**src/rtl/core/sppc_pkg.sv**
```systemverilog
package sppc_pkg;

	// command codes carried by the command field
	typedef enum logic [2:0] {
		CMD_PULSE_DONE = 3'd0,
		CMD_POLL       = 3'd1,
		CMD_START_MOVE = 3'd2,
		CMD_START_REVS = 3'd3,
		CMD_STOP       = 3'd4,
		CMD_ZERO       = 3'd5,
		CMD_TRACKING   = 3'd6,
		CMD_TARGET     = 3'd7
	} cmd_t;

	localparam int unsigned POS_W = 32;
	localparam int unsigned CNT_W = 32;

	// goal used for open-ended tracking moves
	localparam logic [CNT_W-1:0] OPEN_GOAL = {CNT_W{1'b1}};

endpackage

```
**src/rtl/core/stepper_pulse_position_controller.sv**
```systemverilog
// step/direction pulse controller
//
// input channel (in_valid / in_ready) carries one command beat: pulse done,
// tracking poll, start move of N pulses, start move of N revolutions, stop,
// zero position, tracking enable/disable, or set target
// output channel (out_valid / out_ready) returns exactly one result beat per
// command: accepted flag, running, dir_pin, stopped_now, position,
// target_out, move_progress and tracking_on as they stand after the command
//
// latency: the result beat is valid in the cycle after the command is taken
// throughput: one command per cycle while results are drained; the whole
// update is one pass of compare, increment and a single multiply
// (revolutions, 32 x 12 bits at the default 3200 pulses per revolution) into
// the state and result registers
// in_ready stays high while the result register is empty or being drained,
// so a stalled receiver holds the current result and blocks only the next
// command, never loses or repeats one
// reset (arst_n low) clears position, target, progress, goal, direction,
// busy, stop request and tracking mode, and empties the result register
module stepper_pulse_position_controller
	import sppc_pkg::*;
#(
	parameter int unsigned PULSES_PER_REV = 3200
) (
	input  logic                    clk,
	input  logic                    arst_n,
	input  logic                    in_valid,
	output logic                    in_ready,
	input  logic [2:0]              command,
	input  logic                    move_dir,
	input  logic [CNT_W-1:0]        amount,
	input  logic                    enable_flag,
	input  logic signed [POS_W-1:0] new_target,
	output logic                    out_valid,
	input  logic                    out_ready,
	output logic                    accepted,
	output logic                    running,
	output logic                    dir_pin,
	output logic                    stopped_now,
	output logic signed [POS_W-1:0] position,
	output logic signed [POS_W-1:0] target_out,
	output logic [CNT_W-1:0]        move_progress,
	output logic                    tracking_on
);

	// width of the pulses-per-revolution constant, enough for its full range
	localparam int unsigned PPR_W = $clog2(PULSES_PER_REV + 1);
	localparam int unsigned PROD_W = CNT_W + PPR_W;
	localparam logic [PPR_W-1:0] PPR = PPR_W'(PULSES_PER_REV);
	// largest revolution count whose pulse total still fits the counter
	localparam logic [CNT_W-1:0] REV_LIMIT = CNT_W'(32'hFFFF_FFFF / PULSES_PER_REV);

	// controller state
	logic [CNT_W-1:0]        move_goal_q;
	logic [CNT_W-1:0]        move_done_q;
	logic signed [POS_W-1:0] pos_q;
	logic signed [POS_W-1:0] goal_pos_q;
	logic                    dir_q;
	logic                    busy_q;
	logic                    stop_pend_q;
	logic                    track_q;

	// result-only fields and output slot
	logic out_valid_q;
	logic acc_q;
	logic ended_q;

	// next-state values
	logic [CNT_W-1:0]        move_goal_d;
	logic [CNT_W-1:0]        move_done_d;
	logic signed [POS_W-1:0] pos_d;
	logic signed [POS_W-1:0] goal_pos_d;
	logic                    dir_d;
	logic                    busy_d;
	logic                    stop_pend_d;
	logic                    track_d;
	logic                    acc_d;
	logic                    ended_d;

	logic                    in_fire;
	logic [PROD_W-1:0]       rev_prod;
	logic signed [POS_W-1:0] pos_step;
	logic [CNT_W-1:0]        done_inc;
	logic                    reached;
	cmd_t                    cmd;

	assign in_ready = !out_valid_q || out_ready;
	assign in_fire  = in_valid && in_ready;
	assign cmd      = cmd_t'(command);

	assign rev_prod = {{PPR_W{1'b0}}, amount} * {{CNT_W{1'b0}}, PPR};
	assign pos_step = dir_q ? pos_q - POS_W'(1) : pos_q + POS_W'(1);
	assign done_inc = move_done_q + CNT_W'(1);

	// tracking arrival test on the position after this pulse
	always_comb begin
		if (!track_q) begin
			reached = 1'b0;
		end else if (!dir_q) begin
			reached = !(pos_step < goal_pos_q);
		end else begin
			reached = !(goal_pos_q < pos_step);
		end
	end

	always_comb begin
		move_goal_d = move_goal_q;
		move_done_d = move_done_q;
		pos_d       = pos_q;
		goal_pos_d  = goal_pos_q;
		dir_d       = dir_q;
		busy_d      = busy_q;
		stop_pend_d = stop_pend_q;
		track_d     = track_q;
		acc_d       = 1'b0;
		ended_d     = 1'b0;
		unique case (cmd)
			CMD_PULSE_DONE: begin
				if (busy_q) begin
					acc_d       = 1'b1;
					move_done_d = done_inc;
					pos_d       = pos_step;
					if (stop_pend_q || reached || (!track_q && done_inc >= move_goal_q)) begin
						busy_d      = 1'b0;
						stop_pend_d = 1'b0;
						ended_d     = 1'b1;
					end
				end
			end
			CMD_POLL: begin
				if (track_q) begin
					acc_d = 1'b1;
					if (busy_q) begin
						if (pos_q == goal_pos_q ||
						    (!dir_q && goal_pos_q < pos_q) ||
						    (dir_q && pos_q < goal_pos_q)) begin
							stop_pend_d = 1'b1;
						end
					end else if (pos_q != goal_pos_q) begin
						// open-ended move toward the target
						dir_d       = !(pos_q < goal_pos_q);
						move_goal_d = OPEN_GOAL;
						move_done_d = '0;
						busy_d      = 1'b1;
						stop_pend_d = 1'b0;
					end
				end
			end
			CMD_START_MOVE, CMD_START_REVS: begin
				if (amount != '0 && !busy_q &&
				    (cmd == CMD_START_MOVE || amount <= REV_LIMIT)) begin
					acc_d       = 1'b1;
					track_d     = 1'b0;
					goal_pos_d  = pos_q;
					dir_d       = move_dir;
					move_goal_d = (cmd == CMD_START_MOVE) ? amount : rev_prod[CNT_W-1:0];
					move_done_d = '0;
					busy_d      = 1'b1;
					stop_pend_d = 1'b0;
				end
			end
			CMD_STOP: begin
				acc_d = 1'b1;
				if (busy_q) begin
					stop_pend_d = 1'b1;
				end
			end
			CMD_ZERO: begin
				if (!busy_q && !track_q) begin
					acc_d      = 1'b1;
					pos_d      = '0;
					goal_pos_d = '0;
				end
			end
			CMD_TRACKING: begin
				if (!enable_flag) begin
					acc_d      = 1'b1;
					track_d    = 1'b0;
					goal_pos_d = pos_q;
					if (busy_q) begin
						stop_pend_d = 1'b1;
					end
				end else if (!busy_q) begin
					acc_d      = 1'b1;
					track_d    = 1'b1;
					goal_pos_d = pos_q;
				end
			end
			CMD_TARGET: begin
				if (track_q) begin
					acc_d      = 1'b1;
					goal_pos_d = new_target;
				end
			end
			default: begin
			end
		endcase
	end

	always_ff @(posedge clk or negedge arst_n) begin
		if (!arst_n) begin
			move_goal_q <= '0;
			move_done_q <= '0;
			pos_q       <= '0;
			goal_pos_q  <= '0;
			dir_q       <= 1'b0;
			busy_q      <= 1'b0;
			stop_pend_q <= 1'b0;
			track_q     <= 1'b0;
			out_valid_q <= 1'b0;
		end else begin
			if (in_fire) begin
				move_goal_q <= move_goal_d;
				move_done_q <= move_done_d;
				pos_q       <= pos_d;
				goal_pos_q  <= goal_pos_d;
				dir_q       <= dir_d;
				busy_q      <= busy_d;
				stop_pend_q <= stop_pend_d;
				track_q     <= track_d;
				out_valid_q <= 1'b1;
			end else if (out_ready) begin
				out_valid_q <= 1'b0;
			end
		end
	end

	// result-only payload, no reset needed
	always_ff @(posedge clk) begin
		if (in_fire) begin
			acc_q   <= acc_d;
			ended_q <= ended_d;
		end
	end

	// state only moves on a taken command, which also refills the output slot,
	// so it doubles as the result payload
	assign out_valid     = out_valid_q;
	assign accepted      = acc_q;
	assign stopped_now   = ended_q;
	assign running       = busy_q;
	assign dir_pin       = dir_q;
	assign position      = pos_q;
	assign target_out    = goal_pos_q;
	assign move_progress = move_done_q;
	assign tracking_on   = track_q;

endmodule

```
**config.mk**
```make
export PLATFORM = sky130hd
export DESIGN_NAME = stepper_pulse_position_controller
export DESIGN_NICKNAME = d
export VERILOG_FILES = /design/src/rtl/core/sppc_pkg.sv /design/src/rtl/core/stepper_pulse_position_controller.sv
export SDC_FILE = /design/constraint.sdc
export NUM_CORES = 1
export LEC_CHECK = 0
export ABC_AREA = 1
export CAP_MARGIN = 20
export CORE_MARGIN = 5
export CORE_UTILIZATION = 40
export DETAILED_ROUTE_END_ITERATION = 12
export DONT_BUFFER_PORTS = 1
export PLACE_DENSITY = 0.61
export SLEW_MARGIN = 10
export SYNTH_ARGS = -nofsm -noshare
export SYNTH_HDL_FRONTEND = slang
export SYNTH_SLANG_ARGS = --single-unit
```
**constraint.sdc**
```tcl
create_clock -name clk -period 3.9 [get_ports clk]
set_clock_uncertainty 0.2 [all_clocks]
set_input_delay 0.78 -clock clk [delete_from_list [all_inputs] [get_ports clk]]
set_output_delay 0.78 -clock clk [all_outputs]
set_load 0.01 [all_outputs]
```
After elaboration in Yosys (flattened, before gate mapping)
Cells that the tools add are included.
{ "op_classes": {"bitwise_logic": 0, "div_mod_pow": 0, "mul": 1, "reduce_logical": 39, "n_eq_ne": 21, "shifts": 0, "add_sub_neg": 3, "mux": 58, "n_lt_le_gt_ge": 6} }
{ "op_table": {"columns": ["op", "count"], "rows": [
  ["2-to-1 mux 32 bit", 17],
  ["< comparator 32 bit", 4],
  ["one-hot mux 32 bit (2 select lines)", 2],
  ["one-hot mux 32 bit (4 select lines)", 1],
  ["one-hot mux 32 bit (3 select lines)", 1],
  ["adder 32 x 1 -> 32 bit (second input constant)", 1],
  ["adder 32 x 2 -> 32 bit (second input constant)", 1],
  ["equality test 32 bit", 1],
  [">= comparator 32 bit", 1],
  ["less-or-equal comparator 32 x 21 -> 1 bit (second input constant)", 1],
  ["multiplier 32 x 5 -> 25 bit (second input constant)", 1],
  ["2-to-1 mux 1 bit", 32],
  ["!= test 32 bit", 1],
  ["nonzero test 32 bit", 1],
  ["subtractor 32 x 2 -> 32 bit (second input constant)", 1],
  ["!= test 2 bit (second input constant)", 9],
  ["equality test 3 bit (second input constant)", 4],
  ["AND reduction 4 bit", 3],
  ["AND reduction 6 bit", 2],
  ["!= test 3 bit (second input constant)", 3],
  ["AND reduction 9 bit", 1],
  ["nonzero test 2 bit", 4],
  ["logical AND 1 bit", 7],
  ["logical NOT 1 bit", 7],
  ["other kinds (14)", 22]
]} }
{ "totals": {"out_inout_bits": 103, "memories": 0, "mem_bits_rw": 0, "latch_bits": 0, "register_bits": 135, "inputBits": 73, "mem_bits_ro": 0, "word_cells": 139} }

Logic depth before layout (Yosys ltp)
{ "depth": {"depth_word": 11, "mapped_depth": 27, "mapped_depth_nobuf": 27} }

Worst setup path after synthesis
Ideal clock, no wire load.
{ "synth_timing": {"path_type": "flip-flop to flip-flop", "from": "register dir_q, in the netlist dir_pin", "to": "register ended_q, in the netlist stopped_now, data pin", "t_arrival_ns": 3.811, "stages_incl_launch_ff": 27, "period_less_slack_ns": 4.264, "setup_ns": 0.253, "path_buffers": 0, "t_required_ns": 3.447, "slack_ns": -0.364, "cell_sequence": "dfrtp_1 ha_1 a21oi_1 inv_1 a31oi_1 o21ai_1 nand3_1 nand2_1 a21oi_1 inv_1 nand2_1 nand2_1 ha_1 nand2_1 inv_1 nand2_1 nand2_1 nand2_1 nand3_1 a21oi_1 nand2_1 nand2_1 nand3_1 nand3_1 nand2_1 nand2_1 nor2_1"} }
{ "synth_between": {"elab_chain_len": 8, "word_cells_on_any_way": 10, "cone_classes": "order compare: 2; mux: 4; reduce/logical: 4"} }
{ "synth_rtl": {"columns": ["element", "line_no", "text"], "rows": [
  ["from (decl)", "stepper_pulse_position_controller.sv:58", "logic dir_q;"],
  ["from (signal assigned)", "stepper_pulse_position_controller.sv:217", "dir_q <= dir_d;"],
  ["2-to-1 mux 32 bit", "stepper_pulse_position_controller.sv:92", "assign pos_step = dir_q ? pos_q - POS_W'(1) : pos_q + POS_W'(1);"],
  ["< comparator 32 bit (on tied branches)", "stepper_pulse_position_controller.sv:100, stepper_pulse_position_controller.sv:102", null],
  ["logical NOT 1 bit (on tied branches)", "stepper_pulse_position_controller.sv:100, stepper_pulse_position_controller.sv:102", null],
  ["2-to-1 mux 1 bit *", "stepper_pulse_position_controller.sv:99", "end else if (!dir_q) begin"],
  ["2-to-1 mux 1 bit *", "stepper_pulse_position_controller.sv:97", "if (!track_q) begin"],
  ["logical OR 1 bit * (2 in a row)", "stepper_pulse_position_controller.sv:123", "if (stop_pend_q || reached || (!track_q && done_inc >= move_goal_q)) begin"],
  ["2-to-1 mux 1 bit *", "stepper_pulse_position_controller.sv:123", null],
  ["to (signal assigned)", "stepper_pulse_position_controller.sv:232", "ended_q <= ended_d;"],
  ["to (decl)", "stepper_pulse_position_controller.sv:66", "logic ended_q;"]
]} }
Every way passes the cells marked *; elsewhere a longest branch is shown, timed or not.
A chain may end at the register's enable or synchronous reset.

Worst setup path after layout
Same ends and word-level chain as after synthesis.

==> results_dict.tcl <==
set metrics [dict create \
    regArea_sq_um 3390 \
    r2r_cells 25 \
    fin_ws_ns -0.122 \
    grt_max_degree 134 \
    tightest_slew_ns 0.910 \
    antenna_found_initial 0 \
    viasPerCell 5.24 \
    clock_latency_ns 0.44 \
    crit_path_frequent_cell "nand2_2" \
    synth_edf_count 2 \
    rr_startpoint "dir_pin" \
    reg2reg_to "stopped_now" \
    yosysSeqAreaShare_pct 24.7 \
    ys.warnings.count 0 \
    relSlewSlack_pct 39.2 \
    synth_common_cells "409 x nand2_1, 328 x inv_1, 209 x ha_1, 141 x nor2_1, 133 x dfrtp_1" \
    area_growth_pct 26.8 \
    start_util_pct 40.6 \
    core_area_sq_um 33700 \
    grt_first_pass_wirelength_microns 72400 \
    die_y_microns 195 \
    p_leak_nw 8.83 \
    cp_top_family "simple AND/OR/NAND/NOR gates" \
    required_ns 3.90 \
    synth-seq-cells 135 \
    avgSynthCellArea_sq_um 7.17 \
    drtAntennaViolNets 0 \
    ios 176 \
    timing.hold.ws_ns -0.170 \
    critPathMaxFanout 7 \
    cts.sinks 135 \
    wl_microns 45900 \
    grt_pass1_vias 13700 \
    layout_min_cycle_time_ns 4.02 \
    finalNonFillerCells 2574 \
    finalSetupViolCount 3 \
    synthFlopType "dfrtp_1" \
    post-route-util_pct 51.6 \
    route.vias.total 13500 \
    power_density_nw_per_um2 828 \
    cts_root_buf "clkbuf_16" \
    synth-async-reset-ratio_pct 98.5 \
    die_width_microns 195 \
    post-route-period-util_pct 103 \
    rows 67 \
    port_buffers 0 \
    numPlacedInstances 2525 \
    antenna_cells 0 \
    yosys.area.top_type "dfrtp_1" \
    gp_congestion 0.938 \
    fin_nets 2415 \
    hold_viol 133 \
    slew_viol_final 0 \
    place_ws_ns -0.437 \
    dieArea_sq_um 38000 \
    grt.overflow.total 0 \
    synth.distinct_cells 53 \
    end_kind "flop" \
    cts.clk_slew.worst_paths_ns 0.06 \
    htreeDepth 4 \
    multi_input_comb_area_sq_um 9680 \
    rsz0062_at_grt "true" \
    dr.pass1.iters 5 \
    crit_type "reg2reg" \
    synthCells 1909 \
    synthesis.nets 2211 \
    critPathSlowestCell "dfrtp_4" \
    ir_drop_v 0.000512 \
    hold_class "in2async" \
    slowest_delay_ns 0.58 \
    clock_path_buffers 2 \
    drive_gt1_share_pct 21.2 \
    grt_usage_pct 23.7 \
    dp_hpwl_microns 36400 \
    worstPathArrival_ns 4.02 \
    drv_cap 0 \
    cts_tree "yes" \
    synthTopCellsByArea "dfrtp_1 24%, ha_1 19%, nand2_1 11%, inv_1 9.0%, a21oi_1 4.4%" \
    post-route-drc-count 0 \
    r2r_slack_ns -0.12 \
    cp_num_buf_inv 4 \
    synth_top_area_share_pct 24.3 \
    start_kind "flop" \
    syn_area_sq_um 13700 \
    nFillCells 3244 \
    violations "negative hold slack, negative setup slack" \
    max_freq_ghz 0.249 \
    yosysMostFrequentCell "nand2_1" \
    numCtsBuffers 17 \
    status "finished with violations" \
    drtIter0Drc 671 \
    wl_per_cell_microns 17.8 \
]
routing by layer:
metal  GRT usage [%]  vias up  part of all wire, %
li1                -     6682                    -
met2            43.3      321                   51
met1            27.6     6395                   41
met3            4.48       83                  4.6
met4            8.25        0                  3.5
met5               0        -                    0
worst reg2reg max path, delay by kind of cell, from the launching register on:
family	cells	cell delay, ns
flip-flops	1	0.58
XOR/XNOR	1	0.19
adder cells (fa/ha/maj)	2	0.70
buffers and inverters	4	0.58
AND/OR/NAND/NOR	17	1.39
AO/OA/AOI/OAI	1	0.13
registers in the layout, summed over array words and instances, names as in the netlist, 32 cells and up:
signal / cells
move_goal_q: 32
move_progress: 32
position: 32
target_out: 32
power breakdown:
part           internal [W]  leakage (nW)  switching, W
logic               0.00471          6.85       0.00539
clock network       0.00110         0.306      0.000676
registers           0.00186          1.68      0.000645
total               0.00767          8.83       0.00671
metrics by stage:
step	power (W)	area, sq um	setup TNS [ns]
floorplan	0.00725	13700	0
global placement	0.0108	15700	-1.07
detailed placement	0.0109	15700	-1.17
CTS	0.0136	17000	-0.168
global route	0.0156	17400	-0.867
finish	0.0144	17400	-0.345
how the worst max path moves through the flow:
stage,startpoint,endpoint,slack [ns],depth (start not counted)
2_1_floorplan,dir_pin,stopped_now,0.01,26
3_3_place_gp,dir_pin,stopped_now,-0.40,25
3_5_place_dp,dir_pin,stopped_now,-0.44,25
4_1_cts,dir_pin,stopped_now,-0.09,24
5_1_grt,dir_pin,stop_pend_q,-0.30,25
6_report,dir_pin,stopped_now,-0.12,25
what timing repair did:
action | in CTS | in global routing
gates cloned | 0 | 1
endpoints found under the hold margin | 133 | 133
buffers inserted | 11 | 5
pin swaps | 45 | 44
endpoints found under the setup margin | 3 | 3
resized for setup | 116 | 74
kinds of logic after synthesis:
logic type	after synthesis	share of synthesized area (%)
simple gates	719	22.8
compound gates	388	15.8
buf+inv	383	11.1
fa+ha+maj	229	22.0
flops	135	24.7
xor+xnor	55	3.52
placed cells by master, fill, tap and decap left out, drive strengths merged, types with 21 or more instances in the layout:
| cell type | synthesis | layout |
|---|---|---|
| dfrtp | 133 | 133 |
| buf | 29 | 225 |
| a21oi | 121 | 121 |
| inv | 341 | 342 |
| clkbuf | 12 | 21 |
| nand4 | 31 | 31 |
| ha | 209 | 209 |
| o22ai | 36 | 36 |
| nand3 | 69 | 69 |
| nor2 | 154 | 154 |
| o21ai | 167 | 167 |
| xor2 | 33 | 33 |
| xnor2 | 22 | 22 |
| nand2 | 412 | 412 |
area by class of cell:
| class | count | area share (%) |
|---|---|---|
| Clock buffer | 20 | 2.63 |
| Clock inverter | 12 | 1.00 |
| Inverter | 342 | 7.40 |
| Multi-Input combinational cell | 1391 | 55.7 |
| Sequential cell | 135 | 19.5 |
| Tap cell | 448 | 3.23 |
| Timing Repair Buffer | 226 | 10.5 |
Power figures use the tool's default switching activity.
